==> src/rtl/clpb_pkg.sv <==
// Package for the cell list position binner: sizes, request and response
// types, memory entry layout, unit command structs and state encodings.
// Depends on nothing; every RTL file refers to it by scoped names.
package clpb_pkg;

    // Storage sizes.
    localparam int MAX_AGENTS = 1024;
    localparam int MAX_CELLS  = 4096;

    localparam int AGENT_W    = $clog2(MAX_AGENTS);
    localparam int LINK_W     = AGENT_W + 1;
    localparam int CELL_IDX_W = $clog2(MAX_CELLS);
    localparam int CELL_W     = CELL_IDX_W + 1;

    // Null markers: an empty link and "not in any cell".
    localparam logic [LINK_W-1:0] NIL_AGENT = LINK_W'(MAX_AGENTS);
    localparam logic [CELL_W-1:0] NO_CELL   = CELL_W'(MAX_CELLS);

    // Field and datapath widths.
    localparam int POS_W      = 32;
    localparam int FOLD_W     = 31;
    localparam int COUNT_W    = 13;
    localparam int OUT_IDX_W  = 12;
    localparam int CFG_IDX_W  = 3;
    localparam int CFG_DATA_W = 32;
    localparam int LEN_W      = FOLD_W + COUNT_W;
    localparam int DVS_W      = LEN_W + 1;
    localparam int SH_W       = POS_W;
    localparam int STEP_W     = $clog2(SH_W + 1);
    localparam int T_W        = 2 * COUNT_W + 1;
    localparam int IDX_W      = 3 * COUNT_W + 2;

    // Configuration register indexes.
    typedef enum logic [CFG_IDX_W-1:0] {
        CFG_WRAP_MODE  = 3'd0,
        CFG_CELL_WIDTH = 3'd1,
        CFG_CELLS_X    = 3'd2,
        CFG_CELLS_Y    = 3'd3,
        CFG_CELLS_Z    = 3'd4
    } cfg_reg_t;

    typedef struct packed {
        logic [AGENT_W-1:0]      agent_id;
        logic signed [POS_W-1:0] pos_x;
        logic signed [POS_W-1:0] pos_y;
        logic signed [POS_W-1:0] pos_z;
    } req_t;

    typedef struct packed {
        logic [FOLD_W-1:0]    folded_x;
        logic [FOLD_W-1:0]    folded_y;
        logic [FOLD_W-1:0]    folded_z;
        logic [OUT_IDX_W-1:0] cell_index;
        logic                 moved;
    } rsp_t;

    // One word of the agent memory.
    typedef struct packed {
        logic [LINK_W-1:0] prev;
        logic [LINK_W-1:0] next;
        logic [CELL_W-1:0] cell_idx;
    } agent_entry_t;

    typedef struct packed {
        logic              start;
        logic [DVS_W-1:0]  init_rem;
        logic [SH_W-1:0]   shift_in;
        logic [STEP_W-1:0] steps;
        logic [DVS_W-1:0]  divisor;
    } div_cmd_t;

    typedef struct packed {
        logic             done;
        logic [DVS_W-1:0] rem;
        logic [SH_W-1:0]  quo;
    } div_res_t;

    typedef struct packed {
        logic               start;
        logic [AGENT_W-1:0] agent;
        logic [CELL_W-1:0]  cell_idx;
    } list_cmd_t;

    typedef struct packed {
        logic ready;
        logic done;
        logic moved;
    } list_sts_t;

    typedef enum logic [3:0] {
        B_IDLE,
        B_LEN,
        B_FOLD,
        B_FOLD_WAIT,
        B_QUOT,
        B_QUOT_WAIT,
        B_IDX_A,
        B_IDX_B,
        B_LIST,
        B_LIST_WAIT,
        B_DONE
    } bin_state_t;

    typedef enum logic [3:0] {
        L_CLEAR,
        L_IDLE,
        L_CHK,
        L_P_WR,
        L_HEAD_UNL,
        L_N_RD,
        L_N_WR,
        L_LINK,
        L_H_CHK,
        L_F_WR,
        L_SELF_WR,
        L_HEAD_WR,
        L_DONE
    } list_state_t;

endpackage

==> src/rtl/clpb_divider.sv <==
// Restoring divider that retires one quotient bit per cycle.
// Depends on clpb_pkg for widths and the command and result structs.
module clpb_divider (
    input  logic                clk,
    input  logic                rst_n,
    input  clpb_pkg::div_cmd_t  cmd,
    output clpb_pkg::div_res_t  res
);

    logic                          busy_reg;
    logic                          done_reg;
    logic [clpb_pkg::STEP_W-1:0]   cnt_reg;
    logic [clpb_pkg::DVS_W-1:0]    rem_reg;
    logic [clpb_pkg::DVS_W-1:0]    dvs_reg;
    logic [clpb_pkg::SH_W-1:0]     sh_reg;
    logic [clpb_pkg::SH_W-1:0]     quo_reg;
    logic [clpb_pkg::DVS_W:0]      trial;
    logic                          fits;
    logic [clpb_pkg::DVS_W-1:0]    rem_step;

    // Shift in the next dividend bit and subtract where the divisor fits.
    assign trial    = {rem_reg, sh_reg[clpb_pkg::SH_W-1]};
    assign fits     = trial >= {1'b0, dvs_reg};
    assign rem_step = fits ? clpb_pkg::DVS_W'(trial - {1'b0, dvs_reg})
                           : trial[clpb_pkg::DVS_W-1:0];

    // Step counter and completion strobe.
    always_ff @(posedge clk or negedge rst_n)
    begin
        if (!rst_n)
        begin
            busy_reg <= 1'b0;
            done_reg <= 1'b0;
            cnt_reg  <= '0;
        end
        else
        begin
            done_reg <= 1'b0;
            if (cmd.start)
            begin
                busy_reg <= 1'b1;
                cnt_reg  <= cmd.steps;
            end
            else if (busy_reg)
            begin
                cnt_reg <= cnt_reg - 1'b1;
                if (cnt_reg == clpb_pkg::STEP_W'(1))
                begin
                    busy_reg <= 1'b0;
                    done_reg <= 1'b1;
                end
            end
        end
    end

    // Datapath registers.
    always_ff @(posedge clk)
    begin
        if (cmd.start)
        begin
            rem_reg <= cmd.init_rem;
            dvs_reg <= cmd.divisor;
            sh_reg  <= cmd.shift_in;
            quo_reg <= '0;
        end
        else if (busy_reg)
        begin
            rem_reg <= rem_step;
            sh_reg  <= {sh_reg[clpb_pkg::SH_W-2:0], 1'b0};
            quo_reg <= {quo_reg[clpb_pkg::SH_W-2:0], fits};
        end
    end

    assign res.done = done_reg;
    assign res.rem  = rem_reg;
    assign res.quo  = quo_reg;

endmodule

==> config.mk <==
export PLATFORM = sky130hd
export DESIGN_NAME = clpb_divider
export DESIGN_NICKNAME = d
export VERILOG_FILES = /design/src/rtl/clpb_pkg.sv /design/src/rtl/clpb_divider.sv
export SDC_FILE = /design/constraint.sdc
export NUM_CORES = 1
export LEC_CHECK = 0
export BUFFER_PORTS_ARGS = -buffer_cell sky130_fd_sc_hd__buf_2
export CELL_PAD_IN_SITES_DETAIL_PLACEMENT = 0
export CELL_PAD_IN_SITES_GLOBAL_PLACEMENT = 1
export CORE_ASPECT_RATIO = 0.75
export CORE_MARGIN = 4
export CORE_UTILIZATION = 47
export DETAILED_ROUTE_END_ITERATION = 10
export PLACE_DENSITY = 0.93
export SLEW_MARGIN = 20
export SYNTH_ARGS = -nofsm -noshare
export SYNTH_HDL_FRONTEND = slang
export SYNTH_SLANG_ARGS = --single-unit
export TNS_END_PERCENT = 100
==> constraint.sdc <==
create_clock -name clk -period 7 [get_ports clk]
set_input_delay 0.35 -clock clk [delete_from_list [all_inputs] [get_ports clk]]
set_output_delay 0.35 -clock clk [all_outputs]
set_load 0.05 [all_outputs]
==> impl_metrics.csv, run 1 <==
group,metric,value,unit
status,status,"complete, no violations",
logic_synthesis,async_flop_share,4.94,%
setup_path,endpoint_kind,"register",
setup_path,critPathKind,"reg -> reg",
floorplanning,dieArea,22600,um2
run,maxCapViolCount,0,
logic_synthesis,synth.most_common_cell,"edfxtp_1",
cells_and_area,area_delta_synth_final,18.8,%
routing,drt_wl_total,23.3,mm
clock_tree,clock_sinks,162,
pwr,pwr-share-seq,27.4,%
global_routing,grt_pass1_vias,7077,
pwr,power_switching,0.00228,W
clock_tree,numCtsBuffers,17,
floorplanning,ios,209,
logic_synthesis,synth_nets,1026,
routing,wl_per_cell,17.8,um
sta,whs,0.0697,ns
routing,remaining_drc_errors,0,
clock_tree,htree_levels,4,
cells_and_area,layoutNonFillerInstCount,1307,
clock_tree,post_cts_buffers,0,
pwr,power_density,466,nW/um2
pwr,vdd_drop_max,0.218,mV
routing,vias,7130,
logic_synthesis,yosysTopAreaCell,"edfxtp_1",
place,dp_hpwl,17.1,mm
logic_synthesis,yosys-top-cells-area,"edfxtp_1, mux2_2, dfxtp_1, ha_1, mux2i_1",
clock_tree,clk_latency,0.45,ns
routing,drtIter0Drc,487,
logic_synthesis,synth_ff_type,"edfxtp_1",
pwr,power.leakage,5.25,nW
sta,min_period,4.05,ns
place,gp_congestion,0.836,
global_routing,grt-ovfl-total,0,
clock_tree,cts_tree,"done",
clock_tree,clkTransAtPathRegs,0.08,ns
min_path,worstHoldPathType,"in -> reg",
pwr,p_clk_share,17.9,%
clock_tree,cts_resized,0,
logic_synthesis,synth-seq-cells,162,
floorplanning,die_w,172,um
cells_and_area,drive_above_1_share,32.7,%
setup_path,arrival,4.25,ns
floorplanning,row_count,44,
logic_synthesis,postSynthAreaPerCell,11.2,um2
routing,first_pass_iters,5,
place,pre_cts_ws,2.90,ns
sta,rsz0062_at_grt,"no",
sta,fin_crit_sh,57.8,%
routing,via_per_inst,5.46,
clock_tree,cts_root_buffer,"clkbuf_16",
setup_path,cp.required,7.20,ns
sta,tightest_slew,1.01,ns
logic_synthesis,synth.top_cells.by_count,"edfxtp_1, mux2_2, inv_1",
global_routing,grt_antenna_before_repair,4,
sta,final.setup.worst_slack,2.95,ns
pwr,fin_total_pwr,0.00526,W
logic_synthesis,synth_warnings,0,
sta,slew_headroom,32.7,%
setup_path,crit_path_start_kind,"register",
pwr,pwr-share-comb,54.7,%
sta,finalMaxSlewViolations,0,
logic_synthesis,netlist_area,9500,um2
sta,hold_viol,0,
clock_tree,cts_hold_buf,1,
clock_tree,clk_path_buf_depth,2,
sta,clock_skew,0.0179,ns
cells_and_area,fin_nets,1219,
place,place_inst,1273,
logic_synthesis,syn_inst,847,
place,port_buffers,208,
logic_synthesis,yosysSeqAreaShare,47.4,%
routing,ant_nets,0,
floorplanning,die_height,131,um
sta,finalSetupTns,0,ns
setup_path,reg2reg_slack,2.95,ns
logic_synthesis,synth_edf_count,122,
global_routing,grtUsageTotal,20.4,%
logic_synthesis,synth_top_area_share,38.6,%
global_routing,grt_max_degree,88,
pwr,swShare,43.3,%
logic_synthesis,ys_types,63,
pwr,p_int,0.00298,W
setup_path,worst-path-max-fanout,41,
floorplanning,fp.coreArea,19600,um2
floorplanning,initial_core_util,48.5,%
global_routing,grt_pass1_wl,36.8,mm
sta,finalSetupViolCount,0,
sta,fmax,247,MHz
## per-layer routing
layer  vias up  wire, um  global-route usage (%)
met1      3402     11000                    29.5
met5         -        41                       0
met3        25      1930                    6.55
li1       3482         -                       -
met2       213     10200                    30.0
met4         8       232                    4.71
## cell type report
type,count,area [um2]
sequential,162,4510
timing repair buffer,212,1080
clock inverter,10,83.8
multi-input combinational,584,4560
antenna,1,2.50
fill,1688,8310
tap,253,317
inverter,63,236
clock buffer,22,505
## worst max-delay path, cell delays in order (launching register included)
cell and delay, ns:
edfxtp_1 0.44, ha_1 0.37, nand2_1 0.10, nor3b_1 0.62, nand4_1 0.19, nor4_1 0.42, nand3_1 0.17, nand3_1 0.18
a31o_4 0.64, mux2_2 0.42, mux2_2 0.26
## cells by family after synthesis
family / count (synthesis) / synth area share, %
fa+ha+maj: 48 / 6.40
simple gates: 186 / 9.44
flops: 162 / 47.4
xor+xnor: 43 / 3.96
compound gates: 180 / 12.7
mux: 127 / 15.4
buf+inv: 101 / 4.69
## power by group through the flow
| stage | Clock (W) | Combinational (W) | Sequential, W |
|---|---|---|---|
| floorplan | 0 | 0.00184 | 0.00191 |
| global route | 0.000994 | 0.00312 | 0.00147 |
| global placement | 0 | 0.00282 | 0.00145 |
| finish | 0.000942 | 0.00288 | 0.00144 |
| detailed placement | 0 | 0.00285 | 0.00146 |
| CTS | 0.000956 | 0.00288 | 0.00144 |
## cells in the final DEF (no fill, tap or decap), types with 9 or more instances in the layout
cell type  synthesis  layout
mux2_4            21      21
nand4_1           10      10
a21o_1            19      19
mux2i_1           36      36
xor2_1            21      21
nor2b_1            9       9
nand2_1           48      48
a21oi_1           59      59
clkbuf_16          0      18
nor2_1            59      59
o21bai_1          14      14
inv_1             63      62
ha_1              47      47
dfxtp_1           32      32
xnor2_1           22      22
edfxtp_1         122     122
nand3_1           12      12
mux2_2            64      64
nor3_1            12      12
buf_2             10     207
o21ai_0           34      34
## through the flow
stage,cell area [um2],util [%]
floorplan,9500,-
global placement,10700,54.5
detailed placement,10700,54.5
CTS,11300,57.6
global route,11300,57.6
finish,11300,57.6
## path summary, 6_finish.rpt
check,cells past startpoint,to,from
worst max-delay path,10,rem_reg[41],rem_reg[41]
worst min-delay path,1,dvs_reg[15],cmd[15]
max in group asynchronous,2,busy_reg,rst_n
min in group asynchronous,2,done_reg,rst_n
worst max register to register,10,rem_reg[41],rem_reg[41]
worst min register to register,2,quo_reg[0],quo_reg[0]
(Power assumes the default switching activity.)
==> inputs of run 2 (changes only) <==
Settings changed: CORE_UTILIZATION 47 to 43, PLACE_DENSITY 0.93 to 0.87.
Clock period 7 ns to 4.2 ns, I/O delays scaled along.
==> impl_metrics.csv, run 2 (synthesis results as in run 1) <==
group,metric,value,unit
status,status,"complete, no violations",
sta,whs,0.0546,ns
global_routing,grt_antenna_before_repair,1,
global_routing,grtUsageTotal,19.3,%
pwr,pwr-share-comb,55.3,%
pwr,power_density,747,nW/um2
floorplanning,ios,209,
place,port_buffers,208,
cells_and_area,final_common_cell,"buf_2",
min_path,worstHoldPathType,"in -> reg",
sta,clock_skew,0.0134,ns
routing,wl_per_cell,17.2,um
pwr,pwr-share-seq,26.9,%
place,gp_congestion,0.844,
pwr,p_clk_share,17.8,%
min_path,whs_endpoint,"rem_reg[30]",
cells_and_area,layoutNonFillerInstCount,1395,
floorplanning,initial_core_util,44.4,%
cells_and_area,antennaDiodeCount,0,
cells_and_area,fin_nets,1273,
setup_path,arrival,4.02,ns
place,dp_hpwl,17.9,mm
setup_path,worst-path-max-fanout,27,
clock_tree,post_cts_buffers,0,
sta,rsz0062_at_grt,"no",
setup_path,crit_path_start_kind,"register",
pwr,vdd_drop_max,0.307,mV
setup_path,reg2reg_to,"rem_reg[28]",
setup_path,rr_worst_depth,11,
routing,remaining_drc_errors,0,
clock_tree,clkTransAtPathRegs,0.06,ns
clock_tree,clk_path_buf_depth,2,
floorplanning,die_height,137,um
cells_and_area,final_area,11900,um2
pwr,p_int,0.00504,W
floorplanning,dieArea,24600,um2
sta,fin_crit_sh,91.2,%
sta,finalMaxSlewViolations,0,
global_routing,grt_max_degree,97,
pwr,power_switching,0.00386,W
routing,vias,7259,
clock_tree,htree_levels,4,
global_routing,grt-ovfl-total,0,
sta,slew_headroom,57.1,%
cells_and_area,drive_above_1_share,31.4,%
sta,tightest_slew,0.635,ns
floorplanning,fp.coreArea,21400,um2
floorplanning,die_w,180,um
global_routing,grt_pass1_wl,38.1,mm
routing,drt_wl_total,24.0,mm
cells_and_area,layout_common_cells,"buf_2, edfxtp_1, mux2_2, inv_1",
place,place_inst,1311,
sta,finalSetupViolCount,0,
clock_tree,cts_tree,"done",
setup_path,reg2reg_from,"rem_reg[20]",
place,place_area,10800,um2
routing,first_pass_iters,5,
pwr,power.leakage,5.50,nW
run,maxCapViolCount,0,
cells_and_area,area_delta_synth_final,25.4,%
setup_path,reg2reg_slack,0.37,ns
sta,min_period,3.83,ns
floorplanning,row_count,46,
sta,finalSetupTns,0,ns
clock_tree,cts_root_buffer,"clkbuf_16",
setup_path,critPathKind,"reg -> reg",
min_path,min-delay-start,"cmd[113]",
sta,fmax,261,MHz
clock_tree,clock_sinks,162,
global_routing,grt_pass1_vias,7215,
routing,ant_nets,0,
routing,via_per_inst,5.20,
routing,drtIter0Drc,517,
sta,hold_viol,0,
clock_tree,numCtsBuffers,17,
pwr,swShare,43.4,%
clock_tree,clk_latency,0.44,ns
cells_and_area,n_fill_cell,1901,
min_path,hold_depth,3,
setup_path,endpoint_kind,"register",
setup_path,cp.required,4.39,ns
==> run 2: cell type report <==
type                    instances  area, um2  share of cell area [%]
repair buffers                266       1650                    13.8
clock buffers                  19        475                    3.99
well taps                     288        360                    3.02
inverters                      63        236                    1.98
clock inverters                13        126                    1.06
multi-input cells             584       4560                    38.3
flip-flops and latches        162       4510                    37.8
==> run 2: stage by stage <==
stage                     power [W]  util (%)  setup slack, ns
after floorplan             0.00626         -            0.720
after global placement      0.00720      50.4            0.141
after detailed placement    0.00727      50.4            0.147
after CTS                   0.00894      55.6            0.120
after global routing        0.00948      55.7            0.147
final                       0.00890      55.7            0.372
==> run 2: layer usage <==
layer  track usage (%)  share of wire (%)  vias up  wire length (um)
met5                 0              0.054        -                13
met2              28.4                 43      233             10200
met3              6.59                8.0       19              1910
li1                  -                  -     3587                 -
met1              27.4                 48     3418             11500
met4              5.33                1.2        2               278
==> run 2: critical path, cell delays in order (launching register included) <==
cell and delay (ns):
edfxtp_1 0.43, ha_1 0.42, and4_1 0.25, nand2_1 0.08
nor3b_1 0.34, nor4_2 0.09, a21oi_1 0.37, a21o_1 0.29
a31o_4 0.38, buf_12 0.27, mux2_1 0.35, mux2_2 0.26
==> run 2: worst max path at each step <==
stage / startpoint / cells past startpoint / end
after global placement: rem_reg[41] / 11 / rem_reg[28]
after detailed placement: rem_reg[41] / 11 / rem_reg[35]
final: rem_reg[20] / 11 / rem_reg[28]
after CTS: rem_reg[41] / 11 / rem_reg[28]
after floorplan: rem_reg[15] / 11 / rem_reg[41]
after global routing: rem_reg[20] / 11 / rem_reg[31]
==> run 2: repair_timing <==
action,in CTS,in global routing
gates resized for setup,0,1
hold endpoints to repair,59,0
hold buffers,52,0
endpoints found under the setup margin,0,19
==> run 2: power by group through the flow <==
stage               Sequential [W]  Clock [W]  Combinational [W]
CTS                        0.00239    0.00163            0.00492
global route               0.00244    0.00170            0.00535
detailed placement         0.00242          0            0.00485
floorplan                  0.00319          0            0.00307
finish                     0.00239    0.00159            0.00492
global placement           0.00240          0            0.00480
